===== src/sv/swmt_pkg.sv =====
// Shared constants, register codes and stage flag type of the multiplicity trigger.
package swmt_pkg;

  localparam int CFG_ADDR_BITS = 1;
  localparam int CFG_DATA_BITS = 32;
  localparam int COUNT_BITS    = 16;
  localparam int WINDOW_BITS   = 32;

  localparam logic [COUNT_BITS-1:0]  COUNT_NEEDED_RST = 16'd54794;
  localparam logic [WINDOW_BITS-1:0] WINDOW_TICKS_RST = 32'd51200;

  typedef enum logic [CFG_ADDR_BITS-1:0] {
    CFG_COUNT_NEEDED = 1'b0,
    CFG_WINDOW_TICKS = 1'b1
  } cfg_reg_t;

  // Per-hit control passed from the ring-address stage to the event tracker.
  typedef struct packed {
    logic last;   // final hit of the event
    logic first;  // hit index zero
    logic cand;   // hit may fire: not saturated, spacing fits, enough hits seen
    logic same;   // spacing zero, compare the hit with itself
  } swmt_flags_t;

endpackage


===== src/sv/swmt_track.sv =====
// Event tracker: window compare on ring data, tail search and result register.
module swmt_track import swmt_pkg::*; #(
  parameter int INDEX_BITS = 24,
  parameter int TIME_BITS  = 32
) (
  input  logic                  clk,
  input  logic                  rst_n,
  input  logic                  s1_valid,
  input  swmt_flags_t           s1_flags,
  input  logic [TIME_BITS-1:0]  s1_time,
  input  logic [INDEX_BITS-1:0] s1_index,
  input  logic [INDEX_BITS-1:0] s1_count,
  input  logic [TIME_BITS-1:0]  ring_rdata,
  input  logic [COUNT_BITS-1:0] count_needed,
  input  logic [TIME_BITS-1:0]  window,
  input  logic                  out_stall,
  output logic                  s1_go,
  output logic                  out_valid,
  output logic                  out_found,
  output logic [INDEX_BITS-1:0] out_start_index,
  output logic [INDEX_BITS-1:0] out_trigger_index,
  output logic [INDEX_BITS-1:0] out_end_index,
  output logic [TIME_BITS-1:0]  out_trigger_delay
);

  localparam int KW = (INDEX_BITS > COUNT_BITS) ? INDEX_BITS : COUNT_BITS;

  logic                  fired_r, fired_nxt;
  logic                  tail_found_r, tail_found_nxt;
  logic [TIME_BITS-1:0]  first_time_r, first_time_nxt;
  logic [INDEX_BITS-1:0] fire_index_r, fire_index_nxt;
  logic [TIME_BITS-1:0]  fire_time_r, fire_time_nxt;
  logic [TIME_BITS:0]    fire_limit_r, fire_limit_nxt;
  logic [INDEX_BITS-1:0] tail_index_r, tail_index_nxt;

  logic                  out_valid_r, out_valid_nxt;
  logic                  out_found_r;
  logic [INDEX_BITS-1:0] out_start_r, out_trigger_r, out_end_r;
  logic [TIME_BITS-1:0]  out_delay_r;

  logic [TIME_BITS-1:0]  past;
  logic [TIME_BITS:0]    sum;
  logic                  fire_now, tail_now, found, load;
  logic [KW-1:0]         start_diff;
  logic [TIME_BITS-1:0]  delay;

  assign s1_go = s1_valid & ~(s1_flags.last & out_valid_r & out_stall);
  assign load  = s1_go & s1_flags.last;

  assign past     = s1_flags.same ? s1_time : ring_rdata;
  assign sum      = {1'b0, s1_time} + {1'b0, window};
  assign fire_now = s1_flags.cand && !fired_r &&
                    ({1'b0, s1_time} < ({1'b0, past} + {1'b0, window}));
  // The tail hit is looked for only after a hit that fired earlier.
  assign tail_now = fired_r && !tail_found_r && ({1'b0, s1_time} > fire_limit_r);
  assign found    = fired_r | fire_now;

  always_comb begin
    first_time_nxt = s1_flags.first ? s1_time : first_time_r;
    fire_index_nxt = fire_now ? s1_index : fire_index_r;
    fire_time_nxt  = fire_now ? s1_time : fire_time_r;
    fire_limit_nxt = fire_now ? sum : fire_limit_r;
    tail_index_nxt = tail_now ? s1_index : tail_index_r;
    tail_found_nxt = tail_found_r | tail_now;
    fired_nxt      = found;
    if (s1_flags.last) begin
      fired_nxt      = 1'b0;
      tail_found_nxt = 1'b0;
    end
  end

  assign start_diff = KW'(fire_index_nxt) - KW'(count_needed);
  assign delay      = fire_time_nxt - first_time_nxt;

  assign out_valid_nxt = load | (out_valid_r & out_stall);

  always_ff @(posedge clk) begin
    if (!rst_n) begin
      fired_r      <= 1'b0;
      tail_found_r <= 1'b0;
      out_valid_r  <= 1'b0;
    end else begin
      if (s1_go) begin
        fired_r      <= fired_nxt;
        tail_found_r <= tail_found_nxt;
      end
      out_valid_r <= out_valid_nxt;
    end
  end

  always_ff @(posedge clk) begin
    if (s1_go) begin
      first_time_r <= first_time_nxt;
      fire_index_r <= fire_index_nxt;
      fire_time_r  <= fire_time_nxt;
      fire_limit_r <= fire_limit_nxt;
      tail_index_r <= tail_index_nxt;
    end
    if (load) begin
      out_found_r   <= found;
      out_start_r   <= found ? start_diff[INDEX_BITS-1:0] : '0;
      out_trigger_r <= found ? fire_index_nxt : '0;
      out_end_r     <= (tail_found_r | tail_now) ? tail_index_nxt : s1_count;
      out_delay_r   <= found ? delay : '0;
    end
  end

  assign out_valid         = out_valid_r;
  assign out_found         = out_found_r;
  assign out_start_index   = out_start_r;
  assign out_trigger_index = out_trigger_r;
  assign out_end_index     = out_end_r;
  assign out_trigger_delay = out_delay_r;

  a_tail_after_fire: assert property (@(posedge clk) disable iff (!rst_n)
    !fired_r |-> !tail_found_r)
    else $error("tail hit recorded without a trigger");

  a_hold_result: assert property (@(posedge clk) disable iff (!rst_n)
    s1_valid && s1_flags.last && out_valid_r && out_stall |-> !s1_go)
    else $error("final hit advanced over a waiting result");

endmodule


===== config.mk =====
export PLATFORM = sky130hd
export DESIGN_NAME = swmt_track
export DESIGN_NICKNAME = d
export VERILOG_FILES = /design/src/sv/swmt_pkg.sv /design/src/sv/swmt_track.sv
export SDC_FILE = /design/constraint.sdc
export NUM_CORES = 1
export LEC_CHECK = 0
export BUFFER_PORTS_ARGS = -buffer_cell sky130_fd_sc_hd__buf_2
export CAP_MARGIN = 20
export CORE_MARGIN = 2
export CORE_UTILIZATION = 40
export DETAILED_ROUTE_END_ITERATION = 7
export PLACE_DENSITY = 0.7
export SLEW_MARGIN = 10
export SYNTH_ARGS = -nofsm -noshare
export SYNTH_HDL_FRONTEND = slang
export SYNTH_SLANG_ARGS = --single-unit

===== constraint.sdc =====
create_clock -name clk -period 22.9 [get_ports clk]
set_input_delay 2.29 -clock clk [delete_from_list [all_inputs] [get_ports clk]]
set_output_delay 2.29 -clock clk [all_outputs]
set_load 0.05 [all_outputs]

# == Word level (Yosys, flattened, before mapping) ==
# Cells that the tools add are included.
# Widths: inputs -> output; s select.
# totals
regBits,253
input_bits,168
out_inout_bits,107
word_cells,43
# op_classes
add_sub_neg,4
magnitude_cmp,2
mux,8
bitwise,9
n_reduce_logical,7
# ops
cell,count
$mux 32,3
$mux 24,3
$add 32x32->33,2
$gt 32x33->1,1
$lt 32x33->1,1
$sub 32x32->32,1
$sub 24x16->24,1
$and 1x1->1,5
$logic_and 1x1->1,4
$or 1x1->1,3
$logic_not 1->1,2
$mux 1,2
$reduce_and 2->1,1
$not 1->1,1

# == Longest topological paths before layout ==
# logic_depth
ltp_word,6
mapped_depth,40
ltp_nobuf,35

# == Worst setup path after synthesis ==
# No wires, ideal clock.
# synth_path
kind,input -> register
from,input port s1_valid
to,"register out_end_r[0], in the netlist out_end_index[0], enable pin"
setup_time_ns,0.455
t_arrival_ns,11.707
t_required_ns,22.445
setup_slack_ns,10.738
path_stages,4
path_buffers,0
path_cell_list,inv_1 -> a31oi_1 -> nand2_1 -> inv_1
# synth_via
elab_chain_len,2
# synth_lines
element,line,text
from (decl),swmt_track.sv:8,"input logic s1_valid,"
$and 1x1->1,swmt_track.sv:47,assign s1_go = s1_valid & ~(s1_flags.last & out_valid_r & out_stall);
named net s1_go,swmt_track.sv:17,"output logic s1_go,"
$and 1x1->1,swmt_track.sv:48,assign load = s1_go & s1_flags.last;
named net load,swmt_track.sv:43,"logic fire_now, tail_now, found, load;"
to (signal assigned),swmt_track.sv:103,out_end_r <= (tail_found_r | tail_now) ? tail_index_nxt : s1_count;
to (decl),swmt_track.sv:38,"logic [INDEX_BITS-1:0] out_start_r, out_trigger_r, out_end_r;"
# The timed path passes the listed nets, and every way through them passes these cells.
# A chain may end at the register's enable or synchronous reset.

# == Worst setup path in the final report ==
# layout_path
from,input port s1_flags[0] (netlist name)
to,"register out_start_r[21], in the netlist out_start_index[21], data pin"
# layout_via
elab_chain_len,6
elab_cells_between_ends,7
cone_classes,2 x add/sub; 1 x order compare; 2 x mux; 1 x bitwise; 1 x reduce/logical
# layout_lines
element,line,text
from (decl),swmt_track.sv:9,"input swmt_flags_t s1_flags,"
$mux 32,swmt_track.sv:50,assign past = s1_flags.same ? s1_time : ring_rdata;
$add 32x32->33,swmt_track.sv:53,"({1'b0, s1_time} < ({1'b0, past} + {1'b0, window}));"
$lt 32x33->1,swmt_track.sv:53,
$logic_and 1x1->1,swmt_track.sv:52,assign fire_now = s1_flags.cand && !fired_r &&
$mux 24,swmt_track.sv:60,fire_index_nxt = fire_now ? s1_index : fire_index_r;
named net fire_index_nxt[1],swmt_track.sv:31,"logic [INDEX_BITS-1:0] fire_index_r, fire_index_nxt;"
$sub 24x16->24,swmt_track.sv:72,assign start_diff = KW'(fire_index_nxt) - KW'(count_needed);
to (signal assigned),swmt_track.sv:101,out_start_r <= found ? start_diff[INDEX_BITS-1:0] : '0;
to (decl),swmt_track.sv:38,
# The timed path passes the listed nets, and every way through them passes these cells.

==> impl_metrics.tcl <==
set metrics [dict create \
    status "finished clean" \
    die-height_um 212 \
    clock_path_buffers 3 \
    routed-via-count 13171 \
    drt_iter0_drc 905 \
    rows 76 \
    synth_edf_count 250 \
    cts-root-buf "clkbuf_16" \
    crit_arrival_ns 11.09 \
    min_period_over_period_pct 47.1 \
    wl_met3_um 2510 \
    worstSetupStartpointType "input pin" \
    drv_cap 0 \
    synthToLayoutAreaGrowth_pct 17.4 \
    finalClockSkew_ns 0.0147 \
    mostFrequentLayoutCell "buf_2" \
    syn-cell-area_um2 17300 \
    viasPerCell 5.39 \
    grt_pass1_wl_um 66900 \
    postSynthCellCount 1562 \
    cp_common_cell "ha_1" \
    p_leak_nw 8.66 \
    endpoint_kind "flop" \
    track_usage_pct 18.9 \
    fp.coreArea_um2 42900 \
    ant_nets 0 \
    synth_top_cell_by_area "edfxtp_1" \
    rsz0062_at_grt "no" \
    hold_violations 0 \
    synthArstFlopShare_pct 0 \
    cts_hold_buffers 0 \
    met1_length_um 19100 \
    cts_buffers 28 \
    peakVddDrop_mv 0.0574 \
    final_cell_mix "buf_2, edfxtp_1, ha_1, nor2_1, inv_1" \
    synth_cell_types 79 \
    nFillCells 3930 \
    crit_family "compound AO/OA/AOI/OAI gates" \
    ys_seq_area_share_pct 43.8 \
    cts_tree "built" \
    yosysWarnings 0 \
    clock_latency_ns 0.55 \
    cp_data_required_time_ns 23.20 \
    maxUsedRoutingLayer "met4" \
    post-cts-setup-buffers 0 \
    synth-main-ff-cell "edfxtp_1" \
    cp_num_buf_inv 5 \
    timing.setup.tns_ns 0 \
    total_power_mw 1.85 \
    finalSetupViolations 0 \
    r2r_cells 21 \
    start_util_pct 40.3 \
    drt-total-wl_um 43600 \
    critical_path.max_stage_delay_ns 0.58 \
    die-area_um2 44900 \
    max_freq_mhz 92.7 \
    wl_per_cell_um 17.8 \
    worst-path-stages 34 \
    min_path_cells 2 \
    grt_max_degree 74 \
    multi_input_area_um2 9130 \
    period_needed_ns 10.79 \
    crit_path_max_fanout 43 \
    p_per_area_nw_per_um2 91.4 \
    drc 0 \
    ys_top_cells_by_area "edfxtp_1, ha_1, mux2_2" \
    grt_pass1_vias 12899 \
    io_buffers 274 \
    final_nets 2184 \
    fin_util_pct 47.3 \
    cts_sinks 253 \
    hp-class "reg2reg" \
    die_w_um 212 \
    met2WireLength_um 20700 \
    drive_above_1_share_pct 24.5 \
    seqCellArea_um2 7570 \
    dr.pass1.iters 5 \
    syn_avg_cell_area_um2 11.1 \
    rrSetupSlack_ns 16.87 \
    htreeDepth 1 \
    slew_violations 0 \
    tightest_slew_ns 1.06 \
    antenna_found_initial 1 \
    place_hpwl_um 33700 \
    finalWeightedCongestion 0.888 \
    syn_nets 1908 \
    maxSlewHeadroom_pct 29.2 \
    gr-total-overflow 0 \
    synth_top_area_share_pct 43.5 \
    io_pins 275 \
    cts_resized 0 \
    clkTransAtPathRegs_ns 0.06 \
    design_area_um2 20300 \
    critPathKind "in2reg" \
    place_area_um2 19300 \
    ys_ff_latch 253 \
    cp_slowest_cell "buf_4" \
]
[final cells by class]
class | count | share of cell area, %
Sequential cell | 253 | 37.3
Multi-Input combinational cell | 1154 | 45.0
Clock inverter | 17 | 1.10
Antenna cell | 1 | 0.0123
Inverter | 119 | 2.22
Timing Repair Buffer | 282 | 7.06
Tap cell | 585 | 3.61
Clock buffer | 33 | 3.65
[worst reg2reg max path: stages, from the launching register on]
cell       delay (ns)
dfxtp_1          0.66
nor2b_1          0.24
nand3_1          0.17
a2111oi_0        0.07
o211a_1          0.12
a221o_1          0.29
a41oi_4          0.16
buf_4            0.36
buf_4            0.60
mux2i_1          0.46
inv_1            0.10
ha_1             0.28
nor2b_1          0.14
o31a_1           0.28
o22ai_2          0.18
o21ai_1          0.17
o31a_1           0.30
and4_1           0.22
a2111oi_2        0.45
nand2_1          0.21
o211ai_1         0.23
a21oi_1          0.09
[layer usage]
layer	GRT usage, %	vias up
met1	23.8	6232
li1	-	6406
met2	32.9	453
met5	0	-
met3	2.51	80
met4	7.19	0
[flip-flops by register name, indices dropped and copies added (netlist names), 24 cells and up]
| register | flops |
|---|---|
| out_trigger_delay | 32 |
| fire_limit_r | 33 |
| out_end_index | 24 |
| out_trigger_index | 24 |
| first_time_r | 32 |
| fire_time_r | 32 |
| out_start_index | 24 |
| tail_index_r | 24 |
| fire_index_r | 24 |
[per-stage QoR]
| step | hold slack [ns] | std cells | setup WS (ns) |
|---|---|---|---|
| finish | 0.508 | 2444 | 12.11 |
| detailed placement | 0.508 | 2393 | 11.54 |
| floorplan | 0.509 | 1562 | 10.74 |
| global route | 0.551 | 2444 | 11.38 |
| CTS | 0.515 | 2443 | 12.11 |
| global placement | 0.493 | 2393 | 11.71 |
[cells in the mapped netlist, types with 13 or more instances]
| library cell | count |
|---|---|
| a211oi_1 | 14 |
| a21o_1 | 41 |
| a21oi_1 | 103 |
| a221o_1 | 28 |
| and2_1 | 25 |
| clkbuf_1 | 20 |
| edfxtp_1 | 250 |
| ha_1 | 174 |
| inv_1 | 117 |
| mux2_2 | 104 |
| mux2i_1 | 41 |
| nand2_1 | 64 |
| nand2b_1 | 22 |
| nand3_1 | 23 |
| nand4_1 | 13 |
| nor2_1 | 117 |
| nor2b_1 | 14 |
| nor3_1 | 24 |
| nor3b_1 | 27 |
| o21a_1 | 27 |
| o21ai_0 | 57 |
| xnor2_1 | 54 |
| xor2_1 | 42 |
[power by group]
group          leakage, nW  internal [mW]  switching [mW]
logic                 5.78          0.285           0.461
clock network        0.466          0.287           0.184
registers             2.42          0.615          0.0207
[final timing paths]
| path | startpoint | to |
|---|---|---|
| hold / removal | out_valid$_SDFF_PN0_ | out_valid$_SDFF_PN0_ |
| setup reg to reg | fired_r$_SDFFE_PN0P_ | out_start_index[21]$_SDFFCE_PP0P_ |
| setup / recovery | s1_flags[0] | out_start_index[21]$_SDFFCE_PP0P_ |
| hold reg to reg | out_valid$_SDFF_PN0_ | out_valid$_SDFF_PN0_ |
[kinds of logic after synthesis]
kind of cell               count (synthesis)  synth area share, %
AOI/OAI and AO/OA                        363                 14.5
xor gates and xnor gates                  96                 4.87
adders and majority gates                178                 13.1
buffers and inverters                    155                 3.60
DFF                                      253                 43.8
muxes                                    146                 9.24
and+or+nand+nor                          371                 10.9
No activity file was read; power rests on OpenSTA's default activity.
