--- src/sv/swmt_pkg.sv ---
// Shared constants, register codes and stage flag type of the multiplicity trigger.
package swmt_pkg;

  localparam int CFG_ADDR_BITS = 1;
  localparam int CFG_DATA_BITS = 32;
  localparam int COUNT_BITS    = 16;
  localparam int WINDOW_BITS   = 32;

  localparam logic [COUNT_BITS-1:0]  COUNT_NEEDED_RST = 16'd54794;
  localparam logic [WINDOW_BITS-1:0] WINDOW_TICKS_RST = 32'd51200;

  typedef enum logic [CFG_ADDR_BITS-1:0] {
    CFG_COUNT_NEEDED = 1'b0,
    CFG_WINDOW_TICKS = 1'b1
  } cfg_reg_t;

  // Per-hit control passed from the ring-address stage to the event tracker.
  typedef struct packed {
    logic last;   // final hit of the event
    logic first;  // hit index zero
    logic cand;   // hit may fire: not saturated, spacing fits, enough hits seen
    logic same;   // spacing zero, compare the hit with itself
  } swmt_flags_t;

endpackage

--- src/sv/swmt_ingest.sv ---
// Hit counter, ring pointers and the stage register feeding the event tracker.
module swmt_ingest import swmt_pkg::*; #(
  parameter int RING_DEPTH = 65536,
  parameter int INDEX_BITS = 24,
  parameter int TIME_BITS  = 32
) (
  input  logic                          clk,
  input  logic                          rst_n,
  input  logic                          accept,
  input  logic [TIME_BITS-1:0]          hit_time,
  input  logic                          last_hit,
  input  logic [COUNT_BITS-1:0]         count_needed,
  input  logic                          s1_go,
  output logic                          s1_valid,
  output swmt_flags_t                   s1_flags,
  output logic [TIME_BITS-1:0]          s1_time,
  output logic [INDEX_BITS-1:0]         s1_index,
  output logic [INDEX_BITS-1:0]         s1_count,
  output logic                          ring_we,
  output logic [$clog2(RING_DEPTH)-1:0] ring_waddr,
  output logic [$clog2(RING_DEPTH)-1:0] ring_raddr
);

  localparam int AW = $clog2(RING_DEPTH);
  localparam int CW = ((AW > COUNT_BITS) ? AW : COUNT_BITS) + 1;
  localparam int KW = (INDEX_BITS > COUNT_BITS) ? INDEX_BITS : COUNT_BITS;

  logic [INDEX_BITS-1:0] cnt_r, cnt_nxt;
  logic [AW-1:0]         ptr_r, ptr_nxt;
  logic                  s1_valid_r, s1_valid_nxt;
  swmt_flags_t           s1_flags_r, flags_nxt;
  logic [TIME_BITS-1:0]  s1_time_r;
  logic [INDEX_BITS-1:0] s1_index_r;
  logic [INDEX_BITS-1:0] s1_count_r, count_after;
  logic                  sat;
  logic [CW-1:0]         ptr_ext, need_ext, back_addr;

  assign sat      = (cnt_r == {INDEX_BITS{1'b1}});
  assign ptr_ext  = CW'(ptr_r);
  assign need_ext = CW'(count_needed);

  // Ring slot of hit k - N, wrapped into the ring.
  always_comb begin
    if (ptr_ext >= need_ext) begin
      back_addr = ptr_ext - need_ext;
    end else begin
      back_addr = ptr_ext + CW'(RING_DEPTH) - need_ext;
    end
  end

  assign count_after = sat ? cnt_r : cnt_r + 1'b1;

  always_comb begin
    flags_nxt.last  = last_hit;
    flags_nxt.first = (cnt_r == '0);
    flags_nxt.same  = (count_needed == '0);
    flags_nxt.cand  = !sat && (32'(count_needed) < 32'(RING_DEPTH)) &&
                      (KW'(cnt_r) >= KW'(count_needed));
  end

  always_comb begin
    cnt_nxt = cnt_r;
    ptr_nxt = ptr_r;
    if (accept) begin
      if (last_hit) begin
        cnt_nxt = '0;
        ptr_nxt = '0;
      end else if (!sat) begin
        cnt_nxt = cnt_r + 1'b1;
        ptr_nxt = (ptr_r == AW'(RING_DEPTH - 1)) ? '0 : ptr_r + 1'b1;
      end
    end
  end

  assign s1_valid_nxt = accept | (s1_valid_r & ~s1_go);

  always_ff @(posedge clk) begin
    if (!rst_n) begin
      cnt_r      <= '0;
      ptr_r      <= '0;
      s1_valid_r <= 1'b0;
    end else begin
      cnt_r      <= cnt_nxt;
      ptr_r      <= ptr_nxt;
      s1_valid_r <= s1_valid_nxt;
    end
  end

  always_ff @(posedge clk) begin
    if (accept) begin
      s1_flags_r <= flags_nxt;
      s1_time_r  <= hit_time;
      s1_index_r <= cnt_r;
      s1_count_r <= count_after;
    end
  end

  assign ring_we    = accept & ~sat;
  assign ring_waddr = ptr_r;
  assign ring_raddr = back_addr[AW-1:0];

  assign s1_valid = s1_valid_r;
  assign s1_flags = s1_flags_r;
  assign s1_time  = s1_time_r;
  assign s1_index = s1_index_r;
  assign s1_count = s1_count_r;

  a_last_clears: assert property (@(posedge clk) disable iff (!rst_n)
    accept && last_hit |=> cnt_r == '0 && ptr_r == '0)
    else $error("hit counter not cleared after final hit");

  a_ptr_range: assert property (@(posedge clk) disable iff (!rst_n)
    32'(ptr_r) < 32'(RING_DEPTH))
    else $error("ring pointer out of range");

endmodule

--- config.mk ---
export PLATFORM = sky130hd
export DESIGN_NAME = swmt_ingest
export DESIGN_NICKNAME = d
export VERILOG_FILES = /design/src/sv/swmt_pkg.sv /design/src/sv/swmt_ingest.sv
export SDC_FILE = /design/constraint.sdc
export NUM_CORES = 1
export LEC_CHECK = 0
export BUFFER_PORTS_ARGS = -buffer_cell sky130_fd_sc_hd__buf_4
export CORE_UTILIZATION = 23
export DETAILED_ROUTE_END_ITERATION = 8
export PLACE_DENSITY = 0.43
export SYNTH_ARGS = -nofsm -noshare
export SYNTH_HDL_FRONTEND = slang
export SYNTH_SLANG_ARGS = --single-unit
--- constraint.sdc ---
create_clock -name clk -period 2.2 [get_ports clk]
set_input_delay 0.33 -clock clk [delete_from_list [all_inputs] [get_ports clk]]
set_output_delay 0.33 -clock clk [all_outputs]
set_load 0.01 [all_outputs]
; Yosys cells after proc, flatten, opt, wreduce, memory -nomap -nowiden
; Index checks and enable logic that the tools add are counted.
[word_totals]
ff_bits = 125
word_cells = 36
[classes]
n_addsub = 5
magnitude_cmp = 2
eq_ne = 3
muxes = 6
bitwise_logic = 5
n_reduce_logical = 5
[op_table]
columns = operator, n
row1 = 16-bit two-way mux, 4
row2 = 24-bit two-way mux, 2
row3 = "16-bit by 1-bit adder with 16-bit output, second input constant", 2
row4 = 16-bit subtractor, 2
row5 = "24-bit by 1-bit adder with 24-bit output, second input constant", 1
row6 = "24-bit equality test, second input constant", 1
row7 = 24-bit by 16-bit >= comparator with 1-bit output, 1
row8 = 24-bit logical NOT, 1
row9 = "16-bit equality test, second input constant", 1
row10 = 16-bit >= comparator, 1
row11 = 16-bit logical NOT, 1
row12 = 1-bit AND, 2
row13 = "2-bit inequality test, second input constant", 1
row14 = 1-bit NOT, 2
row15 = 2-bit AND reduction, 1
row16 = 1-bit logical AND, 1
row17 = 1-bit logical NOT, 1
row18 = 1-bit bitwise OR, 1

; Logic depth before layout (Yosys ltp)
; Gate-level depths: netlist (run 1).
[logic_depth]
depth_word = 4
mapped_depth = 10
ltp_nobuf = 9

; Least setup slack after synthesis (run 1)
; No wires, ideal clock.
[synth_timing]
kind = reg2out
start = register ptr_r[0] (netlist: ring_waddr[0])
end = output ring_raddr[14]
t_arrival_ns = 2.180
t_required_ns = 1.870
slack_ns = -0.310
path_stages_with_launch = 10
path_buffers = 0
cell_sequence = dfxtp_1 inv_1 ha_1 fa_1 nor2b_1 o31a_1 nor3_1 o21ai_0 a311oi_1 xnor2_1
[synth_between]
elab_chain_len = 3
[synth_rtl]
columns = item, line_no
row1 = start: declaration, swmt_ingest.sv:29  ; logic [AW-1:0] ptr_r, ptr_nxt;
row2 = start signal: assignment, swmt_ingest.sv:84  ; ptr_r <= ptr_nxt;
row3 = 16-bit by 1-bit adder with 16-bit output, swmt_ingest.sv:47  ; back_addr = ptr_ext + CW'(RING_DEPTH) - need_ext;
row4 = 16-bit subtractor, swmt_ingest.sv:47
row5 = 16-bit two-way mux *, swmt_ingest.sv:44  ; if (ptr_ext >= need_ext) begin
row6 = end: declaration, swmt_ingest.sv:21  ; output logic [$clog2(RING_DEPTH)-1:0] ring_raddr
; Mark *: on every way between the ends. The rest lies on a longest branch, timed or not.

; Worst setup path after layout (run 1)
[layout_timing]
start = register ptr_r[1] (netlist: ring_waddr[1])
end = output ring_raddr[13]
; The elaborated chain is that of the path after synthesis.

==> results of run 1 <==
==> Yosys cell counts, types with 12 or more instances <==
master    count
nand4_1      18
inv_1        28
nand2_1      44
clkbuf_1     15
nor2_1       47
xnor2_1      22
a21oi_1      38
edfxtp_1     84
o21ai_0      30
dfxtp_1      41
nor3_1       14
nand3_1      20
nor4_1       16
a31oi_1      12
ha_1         35
==> per-layer routing <==
| metal | track usage [%] | vias up | wire, um |
|---|---|---|---|
| li1 | - | 2805 | - |
| met1 | 19.6 | 2696 | 9830 |
| met2 | 24.1 | 182 | 9670 |
| met3 | 3.03 | 13 | 1070 |
| met4 | 4.31 | 0 | 193 |
| met5 | 0 | - | 0 |
==> registers in the layout, indices dropped and copies added, names as in the netlist <==
| register | flops |
|---|---|
| ring_waddr | 16 |
| s1_flags | 4 |
| s1_time | 32 |
| s1_index | 24 |
| cnt_r | 24 |
| s1_count | 24 |
| s1_valid | 1 |
==> cells by family (layout without fill, tap and decap cells) <==
family                     Yosys count  count (layout)
and+or+nand+nor                    213             213
buffers and inverters               55             353
DFF                                125             125
adders and majority gates           36              36
xor gates and xnor gates            31              31
AOI/OAI and AO/OA                  135             135
==> report_power, final <==
part	internal, mW	switching (mW)
Combinational	0.316	0.322
Sequential	2.60	0.0299
Clock	1.89	1.06
Total	4.81	1.41
==> cell type report <==
| class | count | area (um2) | area share [%] |
|---|---|---|---|
| clock buffers | 17 | 425 | 4.42 |
| clock inverters | 15 | 194 | 2.01 |
| inverters | 29 | 111 | 1.16 |
| multi-input cells | 415 | 2910 | 30.2 |
| flip-flops and latches | 125 | 3360 | 34.9 |
| well taps | 341 | 427 | 4.43 |
| repair buffers | 292 | 2210 | 22.9 |
==> timing repair <==
item,in CTS,in global routing
endpoints found under the setup margin,14,26
pin swaps,11,16
setup buffers,7,4
gates resized for setup,14,16
==> how the worst min path moves through the flow <==
stage	from	endpoint	slack (ps)	cells past startpoint
3_5_place_dp	s1_valid$_SDFF_PN0_	s1_valid$_SDFF_PN0_	500	2
4_1_cts	hit_time[13]	s1_time[13]$_DFFE_PP_	70	1
2_1_floorplan	cnt_r[16]$_SDFFE_PN0P_	s1_index[16]$_DFFE_PP_	400	0
5_1_grt	hit_time[12]	s1_time[12]$_DFFE_PP_	70	1
3_3_place_gp	s1_valid$_SDFF_PN0_	s1_valid$_SDFF_PN0_	500	2
6_report	hit_time[0]	s1_time[0]$_DFFE_PP_	90	1
==> metrics by stage <==
stage                     instance area, um2  utilization, %  setup WS (ps)
after floorplan                         6430               -          -16.6
after global placement                  8840            32.8           -313
after detailed placement                8840            32.8           -305
after CTS                               9550            35.4           -658
after global routing                    9640            35.8           -675
final                                   9640            35.8           -529
==> results.sh, run 1 <==
export IMPL_violations="setup timing"
export IMPL_syn_cell_area_um2=6330
export IMPL_grt_first_pass_wirelength_mm=31.7
export IMPL_synth_compound_area_share_pct=13.9
export IMPL_peakVddDrop_uv=650
export IMPL_crit_slowest_cell="dfxtp_2"
export IMPL_synthArstFlopShare_pct=0
export IMPL_grt_start_max_net_pins=65
export IMPL_die_y_um=168
export IMPL_rr_startpoint="ring_waddr[0]$_SDFFE_PN0P_"
export IMPL_synth_top_family_by_area="simple AND/OR/NAND/NOR gates"
export IMPL_synth_top_area_share_pct=39.8
export IMPL_finalNonFillerCells=1234
export IMPL_synth_cells=595
export IMPL_dp_hpwl_mm=15.4
export IMPL_min_period_ps=2730
export IMPL_reg2reg_slack_ps=90
export IMPL_dieArea_um2=28200
export IMPL_vias_per_cell=4.62
export IMPL_rsz0062_at_grt="true"
export IMPL_seq_area_frac_synth_pct=52.8
export IMPL_first_iter_violations=282
export IMPL_synth_area_leader_cell="edfxtp_1"
export IMPL_synth_edf_count=84
export IMPL_max_freq_mhz=366
export IMPL_slew_headroom_pct=43.9
export IMPL_cts_buffers=17
export IMPL_holdBufCountCts=0
export IMPL_synth_cell_type_count=62
export IMPL_powerDensity_nw_per_um2=645
export IMPL_timing_rr_end="ring_waddr[8]$_SDFFE_PN0P_"
export IMPL_first_pass_iters=5
export IMPL_grt_total_usage_pct=14.7
export IMPL_cts_root_buf="clkbuf_16"
export IMPL_h_tree_depth=4
export IMPL_crit_type="reg -> out"
export IMPL_leakagePower_nw=4.17
export IMPL_synth_mux_area_share_pct=0
export IMPL_maxSlewViolCount=0
export IMPL_cap_violations=0
export IMPL_cp_required_ps=1870
export IMPL_startpoint="ring_waddr[1]$_SDFFE_PN0P_"
export IMPL_die_w_um=168
export IMPL_hold_slack_ps=89.7
export IMPL_rows=60
export IMPL_setup_viol=12
export IMPL_postSynthAreaPerCell_um2=10.6
export IMPL_status="finished with violations"
export IMPL_place_congestion=0.816
export IMPL_crit_chain="ha_1 > nor2b_2 > o2111ai_2 > a21oi_2 > o41ai_4 > buf_4 > buf_4 > o311ai_2 > buf_4"
export IMPL_ys_flop_type="edfxtp_1"
export IMPL_vias=5696
export IMPL_tightest_slew_ps=842
export IMPL_path_clk_slew_ps=60
export IMPL_gr_total_overflow=0
export IMPL_fillers=2770
export IMPL_core_area_um2=27000
export IMPL_endpoint="ring_raddr[13]"
export IMPL_cts_tree="built"
export IMPL_finalSetupTns_ps=-4320
export IMPL_crit_top_cell="buf_4"
export IMPL_ios=171
export IMPL_wl_per_cell_um=16.8
export IMPL_min_period_over_period_pct=124
export IMPL_fin_worst_skew_ps=8.52
export IMPL_ys_seq_elements=125
export IMPL_syn_nets=684
export IMPL_clk_path_buf_depth=2
export IMPL_drive_gt1_share_pct=42.4
export IMPL_synthSimpleGateAreaFrac_pct=18.0
export IMPL_cp_max_fo=4
export IMPL_finalWorstSetupSlack_ps=-529
export IMPL_synth_area_leaders="edfxtp_1 (40%), dfxtp_1 (13%), ha_1 (6.9%), xnor2_1 (3.0%), a21oi_1 (3.0%)"
export IMPL_drt_total_wl_mm=20.8
export IMPL_endpoint_kind="output port"
export IMPL_cts_sinks=125
export IMPL_drc=0
export IMPL_arrival_ps=2400
export IMPL_diodes=0
export IMPL_total_power_mw=6.21
export IMPL_synth_xor_area_share_pct=4.29
export IMPL_yosys_warnings=0
export IMPL_path_depth=9
export IMPL_reg2regPathDepth=9
export IMPL_final_cell_mix="buf_4 (290), edfxtp_1 (84), nand2_1 (44)"
export IMPL_ant_nets=0
export IMPL_first_global_vias=5549
export IMPL_hold_path_class="in -> reg"
export IMPL_finalNetCount=969
export IMPL_startpoint_type="register"
export IMPL_final_common_cell="buf_4"
export IMPL_worstSkewPairLatency_ps=410
export IMPL_synth_fa_ha_area_share_pct=7.23
export IMPL_final_hold_viol_count=0
export IMPL_area_growth_pct=52.2
export IMPL_antenna_found_initial=0
export IMPL_placed_cells=1191
export IMPL_initial_core_util_pct=23.5
export IMPL_crit_family="compound AO/OA/AOI/OAI gates"
export IMPL_port_buffers=170
export IMPL_cp_num_buf_inv=3
export IMPL_max_stage_delay_ps=330
(Power assumes the default switching activity.)
==> run 2, diff against run 1 <==
- BUFFER_PORTS_ARGS: -buffer_cell sky130_fd_sc_hd__buf_4 -> -buffer_cell sky130_fd_sc_hd__buf_2
- CORE_UTILIZATION: 23 -> 48
- GPL_TIMING_DRIVEN: default -> 0
- PLACE_DENSITY: 0.43 -> 0.77
==> run 2 against run 1 <==
Net effect: the flow still finishes with violations (setup timing); cell area decreased by 11%; global-route usage increased by 12 points; sequential share of layout area increased by 4.9 points; largest cell class unchanged; largest power group unchanged; highest routed layer unchanged.
==> results.sh, run 2 (same netlist as run 1, synthesis figures left out) <==
export IMPL_leakagePower_nw=3.74
export IMPL_max_freq_mhz=364
export IMPL_dr_wl_met2_mm=8.50
export IMPL_tightest_slew_ps=574
export IMPL_gr_total_overflow=0
export IMPL_fin_util_pct=67.2
export IMPL_powerDensity_nw_per_um2=688
export IMPL_finalNonFillerCells=999
export IMPL_grt_start_max_net_pins=67
export IMPL_violations="setup timing"
export IMPL_rsz0062_at_grt="true"
export IMPL_final_hold_viol_count=0
export IMPL_path_clk_slew_ps=60
export IMPL_peakVddDrop_uv=460
export IMPL_worstSkewPairLatency_ps=410
export IMPL_drive_gt1_share_pct=38.9
export IMPL_status="finished with violations"
export IMPL_final_common_cell="buf_2"
export IMPL_hold_path_class="in -> reg"
export IMPL_finalWorstSetupSlack_ps=-545
export IMPL_maxSlewViolCount=0
export IMPL_drc=0
export IMPL_holdBufCountCts=0
export IMPL_endpoint_kind="output port"
export IMPL_placed_cells=938
export IMPL_crit_type="reg -> out"
export IMPL_cts_buffers=17
export IMPL_rows=41
export IMPL_vias=5698
export IMPL_grt_total_usage_pct=26.4
export IMPL_first_global_vias=5408
export IMPL_met3_length_mm=1.49
export IMPL_first_iter_violations=377
export IMPL_cts_root_buf="clkbuf_16"
export IMPL_finalNetCount=903
export IMPL_cp_required_ps=1870
export IMPL_final_cell_mix="buf_2 (169), edfxtp_1 (84), nand2_1 (44), nor2_1 (44)"
export IMPL_min_period_over_period_pct=125
export IMPL_setup_viol=11
export IMPL_port_buffers=170
export IMPL_ios=171
export IMPL_cap_violations=0
export IMPL_cp_max_fo=3
export IMPL_place_congestion=0.889
export IMPL_drt_total_wl_mm=17.9
export IMPL_fin_worst_skew_ps=7.78
export IMPL_initial_core_util_pct=49.8
export IMPL_die_w_um=117
export IMPL_clk_path_buf_depth=2
export IMPL_min_period_ps=2740
export IMPL_wl_per_cell_um=17.9
export IMPL_grt_first_pass_wirelength_mm=27.2
export IMPL_highest_layer="met4"
export IMPL_slew_headroom_pct=61.7
export IMPL_cts_tree="built"
export IMPL_arrival_ps=2410
export IMPL_die_y_um=117
export IMPL_core_area_um2=12700
export IMPL_h_tree_depth=4
export IMPL_startpoint_type="register"
export IMPL_largest_reg_flops=32
export IMPL_dieArea_um2=13700
export IMPL_first_pass_iters=5
export IMPL_cts_sinks=125
export IMPL_wl_met1_mm=7.39
export IMPL_area_growth_pct=35.1
export IMPL_diodes=0
export IMPL_antenna_found_initial=0
export IMPL_dp_hpwl_mm=12.4
export IMPL_ant_nets=0
export IMPL_vias_per_cell=5.70
run 2: changes by cell type in the layout (fill, tap and decap cells not counted), moves of 6 or more:
cell	change
buf_6	+6
buf_4	-255
dfxtp_1	-19
buf_2	+169
dfxtp_2	+11
clkbuf_1	+10
dfxtp_4	+8
run 2: final cells by class:
type,instances,area [um2]
Fill cell,969,4170
Timing Repair Buffer,205,1140
Tap cell,172,215
Sequential cell,125,3410
Inverter,29,115
Multi-Input combinational cell,415,2940
Buffer,21,143
Clock buffer,17,425
Clock inverter,15,164
run 2: final timing paths:
path | startpoint | end | slack (ps) | cells past startpoint
hold reg to reg | cnt_r[16]$_SDFFE_PN0P_ | s1_index[16]$_DFFE_PP_ | 440 | 0
setup reg to reg | cnt_r[4]$_SDFFE_PN0P_ | ring_waddr[8]$_SDFFE_PN0P_ | 70 | 8
hold / removal | hit_time[30] | s1_time[30]$_DFFE_PP_ | 90 | 1
setup / recovery | ring_waddr[0]$_SDFFE_PN0P_ | ring_raddr[12] | -540 | 10
run 2: per-stage QoR:
step | hold slack [ps] | setup slack, ps | instance area [um2] | setup TNS, ps | total power [mW]
2_1_floorplan | 403 | -16.6 | 6430 | -16.6 | 2.90
3_3_place_gp | 413 | -1670 | 7490 | -45280 | 3.13
3_5_place_dp | 412 | -484 | 7520 | -8980 | 3.15
4_1_cts | 82.1 | -600 | 8400 | -4450 | 5.92
5_1_grt | 83.7 | -624 | 8550 | -5230 | 6.09
6_report | 94.2 | -545 | 8550 | -4050 | 5.89
run 2: critical path, stage by stage (launching register included):
cell and delay (ps):
dfxtp_4 350, inv_4 60, ha_4 140, fa_2 200
nor2b_2 50, o31a_1 310, nor3_2 170, o21ai_2 100
or4_1 400, nand4_1 90, buf_2 130
run 2: power by group:
| group | internal (mW) | total (mW) | leakage, nW | switching [mW] |
|---|---|---|---|---|
| registers | 2.59 | 2.61 | 1.20 | 0.0241 |
| clock network | 1.69 | 2.77 | 0.290 | 1.08 |
| logic | 0.205 | 0.509 | 2.25 | 0.305 |
| total | 4.48 | 5.89 | 3.74 | 1.41 |
run 2: layer usage:
layer  global-route usage (%)  vias up
met3                     6.44       35
met5                        0        -
li1                         -     2678
met1                     31.9     2686
met2                     45.2      299
met4                     10.7        0
run 2: timing repair:
action                     in CTS  in global routing
pin swaps                      15                 21
gates resized for setup        55                 23
setup endpoints to repair      48                 28
buffers inserted               22                 13
==> run 3, diff against run 2 <==
- REMOVE_ABC_BUFFERS: default -> 1
- TNS_END_PERCENT: default -> 30
==> run 3 against run 2 <==
Net effect: the flow still finishes with violations (setup timing); utilization decreased by 1.3 points; cell area decreased by 2.0%; via count decreased by 0.54%; clock skew decreased by 0.63 ps; maximum frequency decreased by 3.3%; worst setup slack got worse by 93 ps; clock power decreased by 5%; die area unchanged; sequential cell count unchanged; critical path type unchanged; highest routed layer unchanged.
==> results.sh, run 3 (same netlist as run 1, synthesis figures left out) <==
export IMPL_first_iter_violations=408
export IMPL_cp_max_fo=4
export IMPL_largest_reg_flops=32
export IMPL_drc=0
export IMPL_gr_total_overflow=0
export IMPL_dieArea_um2=13700
export IMPL_die_w_um=117
export IMPL_grt_start_max_net_pins=76
export IMPL_worstSkewPairLatency_ps=410
export IMPL_cts_root_buf="clkbuf_16"
export IMPL_powerDensity_nw_per_um2=686
export IMPL_area_growth_pct=32.4
export IMPL_fin_util_pct=65.9
export IMPL_drt_total_wl_mm=16.7
export IMPL_startpoint_type="register"
export IMPL_antenna_found_initial=0
export IMPL_dp_hpwl_mm=11.2
export IMPL_power_frac_comb_pct=9.0
export IMPL_hold_path_class="in -> reg"
export IMPL_cp_num_buf_inv=2
export IMPL_finalNetCount=872
export IMPL_first_pass_iters=5
export IMPL_min_period_ps=2840
export IMPL_crit_type="reg -> out"
export IMPL_final_hold_viol_count=0
export IMPL_wl_per_cell_um=17.2
export IMPL_crit_slowest_cell="a311oi_2"
export IMPL_maxSlewViolCount=0
export IMPL_clk_path_buf_depth=2
export IMPL_p_clk_share_pct=45.6
export IMPL_diodes=0
export IMPL_final_cell_mix="buf_2 (169), edfxtp_1 (84), nand2_1 (44)"
export IMPL_p_switching_mw=1.39
export IMPL_place_congestion=0.923
export IMPL_h_tree_depth=4
export IMPL_cap_violations=0
export IMPL_max_freq_mhz=352
export IMPL_setup_viol=15
export IMPL_violations="setup timing"
export IMPL_slew_headroom_pct=47.6
export IMPL_rows=41
export IMPL_leakagePower_nw=3.59
export IMPL_sw_frac_of_total_pct=24.1
export IMPL_min_period_over_period_pct=129
export IMPL_cts_tree="built"
export IMPL_grt_total_usage_pct=23.8
export IMPL_initial_core_util_pct=49.8
export IMPL_p_int_mw=4.36
export IMPL_core_area_um2=12700
export IMPL_crit_family="compound AO/OA/AOI/OAI gates"
export IMPL_vias=5667
export IMPL_cts_sinks=125
export IMPL_tightest_slew_ps=778
export IMPL_finalWorstSetupSlack_ps=-638
export IMPL_die_y_um=117
export IMPL_rsz0062_at_grt="true"
export IMPL_fin_worst_skew_ps=7.16
export IMPL_cp_required_ps=1870
export IMPL_vias_per_cell=5.85
export IMPL_crit_chain="inv_2 > ha_4 > fa_2 > nor2b_2 > o31a_1 > nor3_2 > o21ai_2 > a311oi_2 > xnor2_1 > buf_2"
export IMPL_final_common_cell="buf_2"
export IMPL_first_global_vias=4989
export IMPL_status="finished with violations"
export IMPL_port_buffers=170
export IMPL_ios=171
export IMPL_grt_first_pass_wirelength_mm=24.6
export IMPL_ant_nets=0
export IMPL_path_clk_slew_ps=60
export IMPL_seqPwrFrac_pct=45.4
export IMPL_holdBufCountCts=0
export IMPL_total_power_mw=5.75
export IMPL_finalNonFillerCells=968
export IMPL_max_stage_delay_ps=330
export IMPL_peakVddDrop_uv=510
export IMPL_placed_cells=912
export IMPL_drive_gt1_share_pct=38.4
export IMPL_arrival_ps=2510
export IMPL_endpoint_kind="output port"
export IMPL_cts_buffers=17
[run 3: power groups by stage]
stage               combinational, mW  sequential (mW)  clock, mW
finish                          0.515             2.61       2.62
global route                    0.564             2.62       2.78
CTS                             0.491             2.62       2.65
detailed placement              0.457             2.67          0
global placement                0.438             2.68          0
floorplan                       0.161             2.72          0
[run 3: metrics by stage]
| step | worst slack (ps) | hold WS, ps | area [um2] | TNS, ps |
|---|---|---|---|---|
| global placement | -1670 | 477 | 7260 | -57710 |
| global route | -734 | 72.3 | 8380 | -5690 |
| detailed placement | -733 | 475 | 7290 | -21380 |
| floorplan | -310 | 429 | 6200 | -1030 |
| CTS | -591 | 80.7 | 8150 | -4630 |
| finish | -638 | 89.9 | 8380 | -4260 |
[run 3: repair_timing]
item	in CTS	in global routing
resized for setup	50	42
buffers inserted	11	16
pin swaps	16	26
setup endpoints to repair	53	37
[run 3: final timing paths]
path / start / to / slack [ps] / depth (start not counted)
worst max-delay path: ring_waddr[0]$_SDFFE_PN0P_ / ring_raddr[14] / -640 / 10
worst min-delay path: hit_time[27] / s1_time[27]$_DFFE_PP_ / 90 / 1
worst max register to register: cnt_r[1]$_SDFFE_PN0P_ / ring_waddr[8]$_SDFFE_PN0P_ / -50 / 8
worst min register to register: s1_valid$_SDFF_PN0_ / s1_valid$_SDFF_PN0_ / 480 / 2
[run 3: worst register-to-register path, cell delays in order (launching register included)]
cell and delay, ps:
dfxtp_4 370, ha_4 180, and3_4 190, and3_4 210, and2_4 160, buf_4 160, or3_4 400, or3_1 370
a21oi_2 120
[run 3: final cells by class]
cell class                      count  area (um2)
Tap cell                          172         215
Fill cell                         975        4340
Clock buffer                       17         425
Clock inverter                     15         140
Multi-Input combinational cell    415        2990
Sequential cell                   125        3410
Timing Repair Buffer              195        1090
Inverter                           29         113
[run 3: metal layers]
metal | global-route usage (%) | routed length (um) | part of all wire, % | up-vias
met5 | 0 | 0 | 0 | -
met4 | 11.5 | 370 | 2.2 | 0
met3 | 4.38 | 1630 | 9.8 | 37
met2 | 39.8 | 8040 | 48 | 336
met1 | 29.8 | 6650 | 40 | 2676
li1 | - | - | - | 2618
